[src/hdl/irr_pkg.sv]
// Shared types and constants of the ISO-TP receive reassembler.
// Used by the front end, the job queue, the back end and the top level.
`default_nettype none

package irr_pkg;

  // Result kinds
  typedef enum logic [1:0] {
    KIND_BYTE  = 2'd0,
    KIND_FLOW  = 2'd1,
    KIND_ERROR = 2'd2
  } kind_e;

  // Error codes
  typedef enum logic [2:0] {
    ERR_NONE       = 3'd0,
    ERR_SEQUENCE   = 3'd1,
    ERR_FLOW       = 3'd2,
    ERR_UNEXPECTED = 3'd3,
    ERR_LENGTH     = 3'd4
  } err_e;

  // Frame types (upper nibble of the protocol control byte)
  localparam logic [3:0] FT_SINGLE = 4'h0;
  localparam logic [3:0] FT_FIRST  = 4'h1;
  localparam logic [3:0] FT_CONSEC = 4'h2;
  localparam logic [3:0] FT_FLOW   = 4'h3;

  localparam logic [3:0]  MAX_FLEN      = 4'd8;
  localparam logic [2:0]  MAX_CF_BYTES  = 3'd7;
  localparam logic [2:0]  FF_BYTES      = 3'd6;
  localparam logic [11:0] MIN_FF_LENGTH = 12'd8;
  localparam logic [11:0] CAP_RESET     = 12'd4095;

  // One classified frame, handed from the front end to the back end
  typedef struct packed {
    logic            is_err;
    err_e            err;
    logic            flow;     // follow the bytes with a flow-control request
    logic [2:0]      nbytes;   // payload bytes to emit
    logic [11:0]     base;     // offset of the first payload byte
    logic [11:0]     msg_len;  // message length, for the done mark
    logic [6:0][7:0] data;     // payload bytes, first one in entry 0
  } job_t;

endpackage

`default_nettype wire

[src/hdl/irr_frame_if.sv]
// Valid/ready channel carrying one received CAN frame per item.
// No dependencies.
`default_nettype none

interface irr_frame_if;
  logic       valid;
  logic       ready;
  logic [3:0] frame_length;
  logic [7:0] byte_zero;
  logic [7:0] byte_one;
  logic [7:0] byte_two;
  logic [7:0] byte_three;
  logic [7:0] byte_four;
  logic [7:0] byte_five;
  logic [7:0] byte_six;
  logic [7:0] byte_seven;

  modport source (
    output valid, frame_length, byte_zero, byte_one, byte_two, byte_three,
           byte_four, byte_five, byte_six, byte_seven,
    input  ready
  );

  modport sink (
    input  valid, frame_length, byte_zero, byte_one, byte_two, byte_three,
           byte_four, byte_five, byte_six, byte_seven,
    output ready
  );
endinterface

`default_nettype wire

[src/hdl/irr_result_if.sv]
// Valid/ready channel carrying one reassembler result per item.
// No dependencies.
`default_nettype none

interface irr_result_if;
  logic        valid;
  logic        ready;
  logic [1:0]  kind;
  logic [11:0] byte_offset;
  logic [7:0]  byte_value;
  logic        message_done;
  logic [2:0]  error_code;
  logic        last;

  modport source (
    output valid, kind, byte_offset, byte_value, message_done, error_code, last,
    input  ready
  );

  modport sink (
    input  valid, kind, byte_offset, byte_value, message_done, error_code, last,
    output ready
  );
endinterface

`default_nettype wire

[src/hdl/isotp_receive_reassembler_top.sv]
// Top level of the ISO-TP receive reassembler: front end, job queue, back end.
// Depends on irr_pkg, irr_frame_if, irr_result_if and the three submodules.
//
//   channel   dir  handshake        payload
//   frm_i     in   valid/ready      frame_length, byte_zero .. byte_seven
//   res_o     out  valid/ready      kind, byte_offset, byte_value, message_done,
//                                   error_code, last
//   cfg       in   cfg_we_i         cfg_wdata_i = buffer_capacity
//
// A frame is classified in the cycle it is accepted; a frame can be taken every
// cycle while the job queue has room. The back end emits one result per cycle when
// res_o takes it: 1 to 7 per frame, none when all bytes of a non-first frame drop.
// Reset clears the reception state and sets the capacity to 4095.
// Output stalls fill the queue, and only then is frm_i.ready dropped.
`default_nettype none

module isotp_receive_reassembler_top #(
  parameter int QueueDepth = 2
) (
  input  wire logic        clk_i,
  input  wire logic        rst_ni,
  irr_frame_if.sink        frm_i,
  irr_result_if.source     res_o,
  input  wire logic        cfg_we_i,
  input  wire logic [11:0] cfg_wdata_i
);

  irr_pkg::job_t push_job, head_job;
  logic          push, full, pop, empty;

  irr_front u_front (
    .clk_i       (clk_i),
    .rst_ni      (rst_ni),
    .frm_i       (frm_i),
    .cfg_we_i    (cfg_we_i),
    .cfg_wdata_i (cfg_wdata_i),
    .full_i      (full),
    .push_o      (push),
    .job_o       (push_job)
  );

  irr_job_fifo #(
    .Depth (QueueDepth)
  ) u_queue (
    .clk_i   (clk_i),
    .rst_ni  (rst_ni),
    .push_i  (push),
    .job_i   (push_job),
    .full_o  (full),
    .pop_i   (pop),
    .job_o   (head_job),
    .empty_o (empty)
  );

  irr_back u_back (
    .clk_i   (clk_i),
    .rst_ni  (rst_ni),
    .job_i   (head_job),
    .empty_i (empty),
    .pop_o   (pop),
    .res_o   (res_o)
  );

endmodule

`default_nettype wire

[src/hdl/irr_front.sv]
// Front end: accepts frames, tracks the reception state, classifies each frame
// into a job for the back end. Depends on irr_pkg and irr_frame_if.
`default_nettype none

module irr_front (
  input  wire logic         clk_i,
  input  wire logic         rst_ni,
  irr_frame_if.sink         frm_i,
  input  wire logic         cfg_we_i,
  input  wire logic [11:0]  cfg_wdata_i,
  input  wire logic         full_i,
  output      logic         push_o,
  output      irr_pkg::job_t job_o
);

  logic        receiving_q, receiving_d;
  logic [11:0] msg_len_q, msg_len_d;
  logic [11:0] rcv_cnt_q, rcv_cnt_d;
  logic [3:0]  last_seq_q, last_seq_d;
  logic [11:0] cap_q;

  logic        accept;
  logic [3:0]  flen;
  logic [3:0]  ftype;
  logic [3:0]  nib;
  logic [11:0] ff_len;
  logic [11:0] remaining;
  logic [2:0]  take;
  logic [12:0] rcv_sum;
  logic [2:0]  nbytes_raw;
  logic [11:0] avail;
  logic [4:0]  nib_plus1;
  logic [3:0]  take_plus1;

  assign frm_i.ready = !full_i;
  assign accept      = frm_i.valid && !full_i;

  assign flen      = (frm_i.frame_length > irr_pkg::MAX_FLEN) ? irr_pkg::MAX_FLEN
                                                              : frm_i.frame_length;
  assign ftype     = frm_i.byte_zero[7:4];
  assign nib       = frm_i.byte_zero[3:0];
  assign ff_len    = {nib, frm_i.byte_one};
  assign nib_plus1 = {1'b0, nib} + 5'd1;
  assign remaining = (msg_len_q > rcv_cnt_q) ? (msg_len_q - rcv_cnt_q) : 12'd0;
  assign take      = (remaining < {9'd0, irr_pkg::MAX_CF_BYTES}) ? remaining[2:0]
                                                                 : irr_pkg::MAX_CF_BYTES;
  assign take_plus1 = {1'b0, take} + 4'd1;
  assign rcv_sum   = {1'b0, rcv_cnt_q} + {10'd0, take};

  always_comb begin
    receiving_d = receiving_q;
    msg_len_d   = msg_len_q;
    rcv_cnt_d   = rcv_cnt_q;
    last_seq_d  = last_seq_q;

    job_o.is_err  = 1'b0;
    job_o.err     = irr_pkg::ERR_NONE;
    job_o.flow    = 1'b0;
    job_o.base    = 12'd0;
    job_o.msg_len = msg_len_q;
    job_o.data    = {frm_i.byte_seven, frm_i.byte_six, frm_i.byte_five,
                     frm_i.byte_four, frm_i.byte_three, frm_i.byte_two,
                     frm_i.byte_one};
    nbytes_raw    = 3'd0;

    case (ftype)
      irr_pkg::FT_SINGLE: begin
        receiving_d = 1'b0;
        if (nib == 4'd0 || nib > 4'd7 || nib_plus1 > {1'b0, flen}) begin
          job_o.is_err = 1'b1;
          job_o.err    = irr_pkg::ERR_LENGTH;
        end else begin
          msg_len_d     = {8'd0, nib};
          rcv_cnt_d     = {8'd0, nib};
          job_o.msg_len = {8'd0, nib};
          nbytes_raw    = nib[2:0];
        end
      end
      irr_pkg::FT_FIRST: begin
        if (receiving_q) begin
          receiving_d  = 1'b0;
          job_o.is_err = 1'b1;
          job_o.err    = irr_pkg::ERR_UNEXPECTED;
        end else if (flen < irr_pkg::MAX_FLEN || ff_len < irr_pkg::MIN_FF_LENGTH) begin
          receiving_d  = 1'b0;
          job_o.is_err = 1'b1;
          job_o.err    = irr_pkg::ERR_LENGTH;
        end else begin
          msg_len_d     = ff_len;
          rcv_cnt_d     = {9'd0, irr_pkg::FF_BYTES};
          last_seq_d    = 4'd0;
          receiving_d   = 1'b1;
          job_o.msg_len = ff_len;
          job_o.flow    = 1'b1;
          job_o.data    = {8'd0, frm_i.byte_seven, frm_i.byte_six, frm_i.byte_five,
                           frm_i.byte_four, frm_i.byte_three, frm_i.byte_two};
          nbytes_raw    = irr_pkg::FF_BYTES;
        end
      end
      irr_pkg::FT_CONSEC: begin
        if (!receiving_q) begin
          job_o.is_err = 1'b1;
          job_o.err    = irr_pkg::ERR_UNEXPECTED;
        end else if (nib != (last_seq_q + 4'd1)) begin
          receiving_d  = 1'b0;
          job_o.is_err = 1'b1;
          job_o.err    = irr_pkg::ERR_SEQUENCE;
        end else if (take_plus1 > flen) begin
          receiving_d  = 1'b0;
          job_o.is_err = 1'b1;
          job_o.err    = irr_pkg::ERR_LENGTH;
        end else begin
          job_o.base = rcv_cnt_q;
          nbytes_raw = take;
          rcv_cnt_d  = rcv_sum[11:0];
          last_seq_d = nib;
          if (rcv_sum[11:0] >= msg_len_q) begin
            receiving_d = 1'b0;
          end
        end
      end
      irr_pkg::FT_FLOW: begin
        job_o.is_err = 1'b1;
        job_o.err    = irr_pkg::ERR_FLOW;
      end
      default: begin
        job_o.is_err = 1'b1;
        job_o.err    = irr_pkg::ERR_UNEXPECTED;
      end
    endcase

    // Offsets only grow within a frame, so the kept bytes form a prefix
    avail        = (cap_q > job_o.base) ? (cap_q - job_o.base) : 12'd0;
    job_o.nbytes = (avail < {9'd0, nbytes_raw}) ? avail[2:0] : nbytes_raw;
  end

  assign push_o = accept && (job_o.is_err || job_o.flow || (job_o.nbytes != 3'd0));

  always_ff @(posedge clk_i or negedge rst_ni) begin
    if (!rst_ni) begin
      receiving_q <= 1'b0;
      msg_len_q   <= 12'd0;
      rcv_cnt_q   <= 12'd0;
      last_seq_q  <= 4'd0;
      cap_q       <= irr_pkg::CAP_RESET;
    end else begin
      if (accept) begin
        receiving_q <= receiving_d;
        msg_len_q   <= msg_len_d;
        rcv_cnt_q   <= rcv_cnt_d;
        last_seq_q  <= last_seq_d;
      end
      if (cfg_we_i) begin
        cap_q <= cfg_wdata_i;
      end
    end
  end

endmodule

`default_nettype wire

[src/hdl/irr_job_fifo.sv]
// Short job queue between the front end and the back end.
// Depends on irr_pkg.
`default_nettype none

module irr_job_fifo #(
  parameter int Depth = 2
) (
  input  wire logic          clk_i,
  input  wire logic          rst_ni,
  input  wire logic          push_i,
  input  wire irr_pkg::job_t job_i,
  output      logic          full_o,
  input  wire logic          pop_i,
  output      irr_pkg::job_t job_o,
  output      logic          empty_o
);

  localparam int PtrW = (Depth > 1) ? $clog2(Depth) : 1;
  localparam int CntW = $clog2(Depth + 1);
  localparam logic [PtrW-1:0] LastPtr = PtrW'(Depth - 1);
  localparam logic [CntW-1:0] FullCnt = CntW'(Depth);

  irr_pkg::job_t   mem_q [Depth];
  logic [PtrW-1:0] wr_ptr_q, rd_ptr_q;
  logic [CntW-1:0] cnt_q;
  logic            do_push, do_pop;

  assign full_o  = (cnt_q == FullCnt);
  assign empty_o = (cnt_q == '0);
  assign do_push = push_i && !full_o;
  assign do_pop  = pop_i && !empty_o;
  assign job_o   = mem_q[rd_ptr_q];

  always_ff @(posedge clk_i) begin
    if (do_push) begin
      mem_q[wr_ptr_q] <= job_i;
    end
  end

  always_ff @(posedge clk_i or negedge rst_ni) begin
    if (!rst_ni) begin
      wr_ptr_q <= '0;
      rd_ptr_q <= '0;
      cnt_q    <= '0;
    end else begin
      if (do_push) begin
        wr_ptr_q <= (wr_ptr_q == LastPtr) ? '0 : wr_ptr_q + 1'b1;
      end
      if (do_pop) begin
        rd_ptr_q <= (rd_ptr_q == LastPtr) ? '0 : rd_ptr_q + 1'b1;
      end
      if (do_push && !do_pop) begin
        cnt_q <= cnt_q + 1'b1;
      end else if (do_pop && !do_push) begin
        cnt_q <= cnt_q - 1'b1;
      end
    end
  end

  a_no_overflow: assert property (@(posedge clk_i) disable iff (!rst_ni)
    cnt_q <= FullCnt) else $error("job queue count out of range");

  a_push_full: assert property (@(posedge clk_i) disable iff (!rst_ni)
    full_o && !pop_i |=> $stable(wr_ptr_q)) else $error("job queue written while full");

  a_pop_empty: assert property (@(posedge clk_i) disable iff (!rst_ni)
    empty_o |=> $stable(rd_ptr_q)) else $error("job queue read while empty");

endmodule

`default_nettype wire

[src/hdl/irr_back.sv]
// Back end: walks each job and emits its results one per cycle into an output
// register while it is free or taken. Depends on irr_pkg and irr_result_if.
`default_nettype none

module irr_back (
  input  wire logic          clk_i,
  input  wire logic          rst_ni,
  input  wire irr_pkg::job_t job_i,
  input  wire logic          empty_i,
  output      logic          pop_o,
  irr_result_if.source       res_o
);

  logic           valid_q;
  logic [2:0]     idx_q;
  irr_pkg::kind_e kind_q, kind_d;
  logic [11:0]    offset_q, offset_d;
  logic [7:0]     value_q, value_d;
  logic           done_q, done_d;
  irr_pkg::err_e  err_q, err_d;
  logic           last_q, last_d;

  logic           step;
  logic [11:0]    byte_off;

  assign step     = (!valid_q || res_o.ready) && !empty_i;
  assign byte_off = job_i.base + {9'd0, idx_q};

  always_comb begin
    kind_d   = irr_pkg::KIND_BYTE;
    offset_d = 12'd0;
    value_d  = 8'd0;
    done_d   = 1'b0;
    err_d    = irr_pkg::ERR_NONE;
    last_d   = 1'b1;
    if (job_i.is_err) begin
      kind_d = irr_pkg::KIND_ERROR;
      err_d  = job_i.err;
    end else if (idx_q < job_i.nbytes) begin
      offset_d = byte_off;
      value_d  = job_i.data[idx_q];
      done_d   = ((byte_off + 12'd1) == job_i.msg_len);
      last_d   = (idx_q == (job_i.nbytes - 3'd1)) && !job_i.flow;
    end else begin
      kind_d = irr_pkg::KIND_FLOW;
    end
  end

  assign pop_o = step && last_d;

  always_ff @(posedge clk_i) begin
    if (step) begin
      kind_q   <= kind_d;
      offset_q <= offset_d;
      value_q  <= value_d;
      done_q   <= done_d;
      err_q    <= err_d;
      last_q   <= last_d;
    end
  end

  always_ff @(posedge clk_i or negedge rst_ni) begin
    if (!rst_ni) begin
      valid_q <= 1'b0;
      idx_q   <= 3'd0;
    end else begin
      if (step) begin
        valid_q <= 1'b1;
        idx_q   <= last_d ? 3'd0 : idx_q + 3'd1;
      end else if (res_o.ready) begin
        valid_q <= 1'b0;
      end
    end
  end

  assign res_o.valid        = valid_q;
  assign res_o.kind         = kind_q;
  assign res_o.byte_offset  = offset_q;
  assign res_o.byte_value   = value_q;
  assign res_o.message_done = done_q;
  assign res_o.error_code   = err_q;
  assign res_o.last         = last_q;

  a_err_last: assert property (@(posedge clk_i) disable iff (!rst_ni)
    valid_q && (kind_q == irr_pkg::KIND_ERROR) |-> last_q && (err_q != irr_pkg::ERR_NONE))
    else $error("error result not closing its frame");

  a_flow_last: assert property (@(posedge clk_i) disable iff (!rst_ni)
    valid_q && (kind_q == irr_pkg::KIND_FLOW) |-> last_q && !done_q)
    else $error("flow-control request not closing its frame");

  a_done_byte: assert property (@(posedge clk_i) disable iff (!rst_ni)
    valid_q && done_q |-> (kind_q == irr_pkg::KIND_BYTE) && last_q)
    else $error("message done on a non-final result");

  a_idx_reset: assert property (@(posedge clk_i) disable iff (!rst_ni)
    pop_o |=> (idx_q == 3'd0)) else $error("result index not rewound after a job");

endmodule

`default_nettype wire

[src/flat_wrapper.sv]
// flat-port wrapper written by rule: the top's interface ports become plain ports
module isotp_receive_reassembler_top_flat 
#(
  parameter int QueueDepth = 2
)
  (clk_i, rst_ni, cfg_we_i, cfg_wdata_i, frm_i_valid, frm_i_frame_length, frm_i_byte_zero, frm_i_byte_one, frm_i_byte_two, frm_i_byte_three, frm_i_byte_four, frm_i_byte_five, frm_i_byte_six, frm_i_byte_seven, frm_i_ready, res_o_valid, res_o_kind, res_o_byte_offset, res_o_byte_value, res_o_message_done, res_o_error_code, res_o_last, res_o_ready);
  irr_frame_if frm_i_i ();
  irr_result_if res_o_i ();
  input  wire logic clk_i;
  input  wire logic rst_ni;
  input  wire logic cfg_we_i;
  input  wire logic [11:0] cfg_wdata_i;
  input wire logic [$bits(frm_i_i.valid)-1:0] frm_i_valid;
  input wire logic [$bits(frm_i_i.frame_length)-1:0] frm_i_frame_length;
  input wire logic [$bits(frm_i_i.byte_zero)-1:0] frm_i_byte_zero;
  input wire logic [$bits(frm_i_i.byte_one)-1:0] frm_i_byte_one;
  input wire logic [$bits(frm_i_i.byte_two)-1:0] frm_i_byte_two;
  input wire logic [$bits(frm_i_i.byte_three)-1:0] frm_i_byte_three;
  input wire logic [$bits(frm_i_i.byte_four)-1:0] frm_i_byte_four;
  input wire logic [$bits(frm_i_i.byte_five)-1:0] frm_i_byte_five;
  input wire logic [$bits(frm_i_i.byte_six)-1:0] frm_i_byte_six;
  input wire logic [$bits(frm_i_i.byte_seven)-1:0] frm_i_byte_seven;
  output wire logic [$bits(frm_i_i.ready)-1:0] frm_i_ready;
  output wire logic [$bits(res_o_i.valid)-1:0] res_o_valid;
  output wire logic [$bits(res_o_i.kind)-1:0] res_o_kind;
  output wire logic [$bits(res_o_i.byte_offset)-1:0] res_o_byte_offset;
  output wire logic [$bits(res_o_i.byte_value)-1:0] res_o_byte_value;
  output wire logic [$bits(res_o_i.message_done)-1:0] res_o_message_done;
  output wire logic [$bits(res_o_i.error_code)-1:0] res_o_error_code;
  output wire logic [$bits(res_o_i.last)-1:0] res_o_last;
  input wire logic [$bits(res_o_i.ready)-1:0] res_o_ready;
  assign frm_i_i.valid = frm_i_valid;
  assign frm_i_i.frame_length = frm_i_frame_length;
  assign frm_i_i.byte_zero = frm_i_byte_zero;
  assign frm_i_i.byte_one = frm_i_byte_one;
  assign frm_i_i.byte_two = frm_i_byte_two;
  assign frm_i_i.byte_three = frm_i_byte_three;
  assign frm_i_i.byte_four = frm_i_byte_four;
  assign frm_i_i.byte_five = frm_i_byte_five;
  assign frm_i_i.byte_six = frm_i_byte_six;
  assign frm_i_i.byte_seven = frm_i_byte_seven;
  assign frm_i_ready = frm_i_i.ready;
  assign res_o_valid = res_o_i.valid;
  assign res_o_kind = res_o_i.kind;
  assign res_o_byte_offset = res_o_i.byte_offset;
  assign res_o_byte_value = res_o_i.byte_value;
  assign res_o_message_done = res_o_i.message_done;
  assign res_o_error_code = res_o_i.error_code;
  assign res_o_last = res_o_i.last;
  assign res_o_i.ready = res_o_ready;
  isotp_receive_reassembler_top #(.QueueDepth(QueueDepth)) u_core (.clk_i(clk_i), .rst_ni(rst_ni), .frm_i(frm_i_i), .res_o(res_o_i), .cfg_we_i(cfg_we_i), .cfg_wdata_i(cfg_wdata_i));
endmodule
[config.mk]
export PLATFORM = sky130hd
export DESIGN_NAME = isotp_receive_reassembler_top_flat
export DESIGN_NICKNAME = d
export VERILOG_FILES = /design/src/hdl/irr_pkg.sv /design/src/hdl/irr_frame_if.sv /design/src/hdl/irr_result_if.sv /design/src/hdl/isotp_receive_reassembler_top.sv /design/src/hdl/irr_front.sv /design/src/hdl/irr_job_fifo.sv /design/src/hdl/irr_back.sv /design/src/flat_wrapper.sv
export SDC_FILE = /design/constraint.sdc
export NUM_CORES = 1
export LEC_CHECK = 0
export BUFFER_PORTS_ARGS = -buffer_cell sky130_fd_sc_hd__buf_4
export CAP_MARGIN = 20
export CELL_PAD_IN_SITES_DETAIL_PLACEMENT = 0
export CELL_PAD_IN_SITES_GLOBAL_PLACEMENT = 1
export CORE_UTILIZATION = 49
export CTS_CLUSTER_SIZE = 20
export DETAILED_ROUTE_END_ITERATION = 10
export GPL_TIMING_DRIVEN = 1
export PLACE_DENSITY = 0.88
export SLEW_MARGIN = 20
export SYNTH_ARGS = -nofsm -noshare
export SYNTH_HDL_FRONTEND = slang
export SYNTH_SLANG_ARGS = --single-unit
export TNS_END_PERCENT = 30
[constraint.sdc]
create_clock -name clk_i -period 15.4 [get_ports clk_i]
set_clock_uncertainty 0.2 [all_clocks]
set_input_delay 2.31 -clock clk_i [delete_from_list [all_inputs] [get_ports clk_i]]
set_output_delay 2.31 -clock clk_i [all_outputs]
set_load 0.02 [all_outputs]
After elaboration in Yosys (flattened, before gate mapping)

Memory sizes are Yosys's and may differ from the RTL's.
Index checks and enable logic that the tools add are counted.

Register bits after elaboration: 76
RAM bits: 176
Input port bits: 85
Output and inout bits: 29
Word-level logic and storage cells: 159
Memories kept: 1

Memory list:

| name                 | words | bits a word | read ports | clocked after Yosys merged registers in | wr ports | RTL line           | source |
|---|---|---|---|---|---|---|---|
| u_core.u_queue.mem_q | 2     | 88          | 1          | 0                                       | 1        | irr_job_fifo.sv:23 | `irr_pkg::job_t mem_q [Depth];` |

Add/sub/neg operators: 14
$lt $le $gt $ge: 13
Equal/unequal tests: 13
Muxes and demuxes: 66
Bitwise operators: 1
Reduce and logical (&&, ||, !) cells: 35

Operators with widths:

| kind                    | number |
|---|---|
| $mux W12                | 15 |
| $mux W68                | 2 |
| $mux W56                | 1 |
| $mux W4                 | 12 |
| $pmux W12 S2            | 2 |
| $pmux W12 S3            | 1 |
| $mux W3                 | 9 |
| $add A12 B3 Y12         | 2 |
| $bmux W8 S3             | 1 |
| $gt A12 B12 Y1          | 2 |
| $sub A12 B12 Y12        | 2 |
| $mux W1                 | 16 |
| $pmux W4 S4             | 1 |
| $add A12 B1 Y12 const B | 1 |
| $eq A12 B12 Y1          | 1 |
| $ge A12 B12 Y1          | 1 |
| $lt A12 B3 Y1           | 1 |
| $lt A12 B3 Y1 const B   | 1 |
| $lt A12 B4 Y1 const B   | 1 |
| $ne A2 B2 Y1 const B    | 6 |
| $logic_and A1 B1 Y1     | 9 |
| $pmux W3 S3             | 1 |
| $eq A4 B2 Y1 const B    | 2 |
| $logic_not A4 Y1        | 2 |
| 34 further kinds        | 50 |

Logic depth before layout (Yosys ltp)

Word-level depth: 22
Depth in mapped cells: 40
Depth with buffers taken out: 39

Hierarchy

From an unflattened synthesis, not the netlist that was laid out.

Cell total of the unflattened synthesis: 1203
Area, all modules: 14516.4 µm²

Modules (own cells, without submodules):

| module       | times used | cells an instance | area an instance (µm²) | seq. area each (µm²) |
|---|---|---|---|---|
| irr_job_fifo | 1          | 293               | 6578.8                 | 5385.2 |
| irr_front    | 1          | 650               | 5342.6                 | 1041.0 |
| irr_back     | 1          | 260               | 2595.0                 | 910.9 |

Least setup slack after synthesis

Ideal clock, no wire load.

Path type: flip-flop to flip-flop
Start point: register u_core.u_front.rcv_cnt_q[4]
End point: memory u_core.u_queue.mem_q[0][0] in the netlist's numbering (enable)
Library setup time: 546 ps
Arrival: 11006 ps
Data required time: 14654 ps
Setup slack: 3649 ps
Stages on the path, launching flop included: 37
Path buffers: 2
Clock period less this slack: 11751 ps
Path through: dfrtp_1 > inv_1 > ha_1 > a21o_1 > a21o_1 > or2_1 > a311o_1 > a211oi_2 > and4b_1 > and2_1 > nor2_1 > ha_1 > ha_1 > nor2b_1 > o211ai_1 > a21oi_1 > nor3b_4 > clkbuf_1 > nand2_1 > ha_1 > clkbuf_1 > a21o_1 > a21o_1 > a21oi_1 > o21a_1 > nor2_1 > and2_1 > ha_1 > a21oi_1 > o2111ai_1 > nor4_1 > nand4_1 > o32ai_1 > nor2b_1 > nor3_1 > a21oi_2 > nor2b_1

Longest elaborated chain between the ends: 20
Elaborated cells on any way between the ends: 31
Classes of those cells: add/sub (3); order compare (5); mux (18); reduce/logical (5)

Ends and longest elaborated chain:

| element                                                   | RTL line           | source |
|---|---|---|
| from (decl)                                               | irr_front.sv:18    | `logic [11:0] rcv_cnt_q, rcv_cnt_d;` |
| from (signal assigned)                                    | irr_front.sv:150   | `rcv_cnt_q <= rcv_cnt_d;` |
| $sub A12 B12 Y12 / $gt A12 B12 Y1 (equally long branches) | irr_front.sv:44    | `assign remaining = (msg_len_q > rcv_cnt_q) ? (msg_len_q - rcv_cnt_q) : 12'd0;` |
| $mux W12                                                  | irr_front.sv:44    |  |
| $lt A12 B3 Y1                                             | irr_front.sv:45    | `assign take = (remaining < {9'd0, irr_pkg::MAX_CF_BYTES}) ? remaining[2:0]` |
| $mux W3                                                   | irr_front.sv:45    |  |
| $add A3 B1 Y4                                             | irr_front.sv:47    | `assign take_plus1 = {1'b0, take} + 4'd1;` |
| $gt A4 B4 Y1                                              | irr_front.sv:108   | `end else if (take_plus1 > flen) begin` |
| $mux W12                                                  | irr_front.sv:108   |  |
| $mux W12                                                  | irr_front.sv:104   | `end else if (nib != (last_seq_q + 4'd1)) begin` |
| [... 5 more ...]                                          | -                  |  |
| $mux W3                                                   | irr_front.sv:134   | `job_o.nbytes = (avail < {9'd0, nbytes_raw}) ? avail[2:0] : nbytes_raw;` |
| $reduce_bool A3 Y1                                        | irr_front.sv:137   | `assign push_o = accept && (job_o.is_err \|\| job_o.flow \|\| (job_o.nbytes != 3'd0));` |
| $logic_or A1 B1 Y1 (*)                                    | irr_front.sv:137   |  |
| $logic_and A1 B1 Y1 (*)                                   | irr_front.sv:137   |  |
| $logic_and A1 B1 Y1 (*)                                   | irr_job_fifo.sv:30 | `assign do_push = push_i && !full_o;` |
| via u_core.u_queue.do_push                                | irr_job_fifo.sv:26 | `logic do_push, do_pop;` |
| $mux W1 (*)                                               | irr_job_fifo.sv:35 | `if (do_push) begin` |
| $mux W1 (not written as such) (*)                         | irr_job_fifo.sv:36 | `mem_q[wr_ptr_q] <= job_i;` |
| to (decl)                                                 | irr_job_fifo.sv:23 |  |

The timed path passes the listed nets; every way through them passes the cells marked *.

==> results.py <==
metrics = {
    "global_route": {
        "grt_max_degree": 77,
        "number_of_global_route_vias_before_repair": 9294,
        "antenna_found_initial": 2,
        "grt_pass1_wl_microns": 51500,
        "grt_usage": 0.232,
        "globalRouteOverflowTotal": 0,
    },
    "final_layout": {
        "num-nets-final": 1405,
        "post_route_cells_drive_above_1_share": 0.225,
        "syn_to_layout_area_delta_pct": 15.4,
        "nFillCells": 2284,
        "design_area_sq_um": 16000,
        "total_inserted_antenna_cells": 0,
        "final_cell_mix": "203 x edfxtp_1, 123 x buf_4, 80 x nand2_1",
        "final_common_cell": "edfxtp_1",
    },
    "detailed_routing": {
        "dr.first_iter.drc_count": 723,
        "post-route-drc-count": 0,
        "route.vias.total": 9541,
        "detail_route.wirelength_microns": 32800,
        "viasPerCell": 5.79,
        "drt-wirelength-per-cell_microns": 19.9,
        "ant_nets": 0,
        "detailedRoute.firstPassIterationCount": 6,
    },
    "place": {
        "dpl-instance-area_sq_um": 15100,
        "detailed_place_hpwl_microns": 23600,
        "pre_cts_ws_ps": 5300,
        "finalWeightedCongestion": 0.887,
        "count_of_buffers_inserted_at_the_top_level_ports": 113,
    },
    "cts": {
        "clock_sink_count": 252,
        "clk_latency_ps": 540,
        "cts_repair_resize_count": 0,
        "root_buffer": "clkbuf_16",
        "cts.reportedPaths.clkPinSlew_ps": 60,
        "cts_tree": "built",
        "clk_buf_depth": 3,
        "ctsHoldBuffers": 0,
        "cts_made_buffers": 27,
        "clock_tree.htree_level_count": 1,
        "number_of_post_cts_setup_repair_buffers": 0,
    },
    "logic_synthesis": {
        "ys_ff_latch": 252,
        "number_of_enable_flip_flop_cells_after_synthesis": 203,
        "yosysWarnings": 0,
        "postSynthAreaPerCell_sq_um": 12.1,
        "ys_top_cells_by_area": "edfxtp_1 44%, dfrtp_1 6.7%, ha_1 5.8%",
        "gate_count_of_the_mapped_netlist": 1147,
        "ys.flop_type": "edfxtp_1",
        "mappedNetlistArea_sq_um": 13900,
        "mappedNetlistNets": 1301,
        "ys_types": 79,
        "synth-async-reset-ratio": 0.194,
        "seq_area_frac_synth": 0.528,
        "synth.top_cell.area_share": 0.438,
        "synthDominantAreaCellType": "edfxtp_1",
    },
    "die": {
        "design.portCount": 114,
        "die_x_extent_microns": 170,
        "core_area_sq_um": 27900,
        "floorplan.rows": 61,
        "initial_core_util": 0.499,
        "die_area_sq_um": 29100,
        "dieHeight_microns": 170,
    },
    "critical_path": {
        "worst_path_largest_cell_delay_ps": 740,
        "worstPathMaxFanout": 48,
        "slowest_stage": "nor3b_4",
        "cp.required_ps": 15360,
        "setup.worst_path.end_class": "flip-flop",
        "worst_ep_arrival_time_ps": 10200,
        "cp_common_cell": "ha_1",
        "timing.reg2reg.setup_slack_ps": 5170,
        "critical_path_class": "reg2reg",
        "setup.worst_path.start_class": "flip-flop",
    },
    "job": {
        "max-cap-violations": 0,
    },
    "run_status": {
        "run_status": "completed",
    },
    "power": {
        "cellLeakagePower_nw": 6.23,
        "max_ir_drop_vdd_mv": 0.0845,
        "power-per-cell-area_nw_per_um2": 173,
        "switching_power_w": 0.000974,
        "power.clock.fraction": 0.231,
        "power.combinational.fraction": 0.398,
        "power.internal_w": 0.00180,
        "seqPwrFrac": 0.371,
        "swShare": 0.351,
    },
    "sta": {
        "slew_headroom": 0.348,
        "report.final.hold_viol_count": 0,
        "postLayoutSetupSlackWorst_ps": 5170,
        "worst_pin_slew_ps": 978,
        "max_freq_mhz": 97.7,
        "rsz0062_at_grt": "no",
        "final_critical_path_required_period_ps": 10230,
        "finalCritPeriodShare": 0.665,
        "setup_viol": 0,
        "final-max-slew-violation-count": 0,
        "setup_total_negative_slack_ps": 0,
        "final.hold.worst_slack_ps": 298,
    },
    "worst_hold_path": {
        "min_path_type": "reg2reg",
    },
}
## synthesized netlist by cell type, types with 3 or more instances
cell type and number:
a211oi_1 3, and4_1 3, and3_1 7, a21oi_1 49, nor2_1 73, buf_2 10, o21a_1 8, fa_1 4
nand3_1 27, a31oi_1 6, xor2_1 24, o211ai_1 7, a21o_1 14, xnor2_1 39, o21ai_0 49, and2_1 9
inv_1 64, mux2_2 64, dfstp_2 12, nor4_1 11, dfrtp_1 37, clkbuf_1 37, mux2i_1 43, a22oi_1 4
mux4_2 24, nand2b_1 10, nand2_1 80, a22o_1 21, ha_1 65, a211o_1 4, edfxtp_1 203, o31ai_1 3
nand4_1 7, nor3b_1 4, o21bai_1 3, nor3_1 17, o311ai_0 3, or3_1 4, o31a_1 3, o22ai_1 12
nor2b_1 30
## worst paths after layout
path | cells past startpoint | endpoint | start
worst min register to register | 2 | u_core.u_back.res_o.valid$_DFFE_PN0P_ | u_core.u_back.res_o.valid$_DFFE_PN0P_
min in group asynchronous | 1 | u_core.u_back.res_o.valid$_DFFE_PN0P_ | rst_ni
worst min-delay path | 2 | u_core.u_back.res_o.valid$_DFFE_PN0P_ | u_core.u_back.res_o.valid$_DFFE_PN0P_
worst max-delay path | 37 | u_core.u_queue.mem_q[0][10]$_DFFE_PP_ | u_core.u_front.rcv_cnt_q[4]$_DFFE_PN0P_
worst max register to register | 37 | u_core.u_queue.mem_q[0][10]$_DFFE_PP_ | u_core.u_front.rcv_cnt_q[4]$_DFFE_PN0P_
max in group asynchronous | 1 | u_core.u_queue.rd_ptr_q$_DFFE_PN0P_ | rst_ni
## worst max-delay path, delay by kind of cell (launching register included)
kind / cells / cell delay, ps
flip-flops: 1 / 440
buffers and inverters: 3 / 920
AO/OA/AOI/OAI: 12 / 2740
adder cells (fa/ha/maj): 6 / 1630
AND/OR/NAND/NOR: 16 / 3820
## sequential cells by signal, summed over array words and instances, names as in the netlist, 2 cells and up
| name | count |
|---|---|
| u_core.u_queue.mem_q | 176 |
| u_core.u_front.last_seq_q | 4 |
| u_core.u_front.rcv_cnt_q | 12 |
| u_core.u_queue.cnt_q | 2 |
| u_core.u_back.res_o.byte_value | 8 |
| u_core.u_back.res_o.error_code | 3 |
| u_core.u_back.res_o.kind | 2 |
| u_core.u_back.res_o.byte_offset | 12 |
| u_core.u_back.idx_q | 3 |
| u_core.u_front.msg_len_q | 12 |
| u_core.u_front.cap_q | 12 |
## cell families (layout without fill, tap and decap cells)
family          after synthesis  after routing  share of synthesized area
fa+ha+maj                    69             69                     0.0642
flops                       252            252                      0.528
simple gates                299            299                      0.107
compound gates              219            219                      0.107
buf+inv                     113            237                     0.0317
xor+xnor                     63             63                     0.0397
mux                         132            132                      0.123
## per-layer routing
layer  GRT usage  share of wire  vias to the layer above  routed length, microns
li1            -              -                     4486                       -
met1       0.323           0.44                     4683                   14400
met2       0.373           0.47                      297                   15500
met3      0.0298          0.053                       71                    1730
met4      0.0858          0.034                        4                    1120
met5           0        0.00067                        -                      22
## through the flow
stage / utilization / power, W / instances
after global placement: 0.543 / 0.00211 / 1599
after detailed placement: 0.544 / 0.00214 / 1600
after CTS: 0.576 / 0.00279 / 1649
final: 0.576 / 0.00277 / 1649
after floorplan: - / 0.00184 / 1147
after global routing: 0.576 / 0.00294 / 1649
## power groups by stage
stage | combinational [W] | clock, W | sequential (W)
final | 0.00110 | 0.000641 | 0.00103
after global routing | 0.00122 | 0.000678 | 0.00105
after CTS | 0.00110 | 0.000652 | 0.00103
after detailed placement | 0.00110 | 0 | 0.00104
after global placement | 0.00108 | 0 | 0.00104
after floorplan | 0.000783 | 0 | 0.00106
## layout make-up
type	count	area [sq um]	share of cell area
flip-flops and latches	252	7340	0.458
multi-input cells	782	6150	0.383
repair buffers	124	943	0.0588
clock buffers	41	810	0.0505
well taps	378	473	0.0295
inverters	64	240	0.0150
clock inverters	8	87.6	0.00546
No activity file was read; power rests on OpenSTA's default activity.
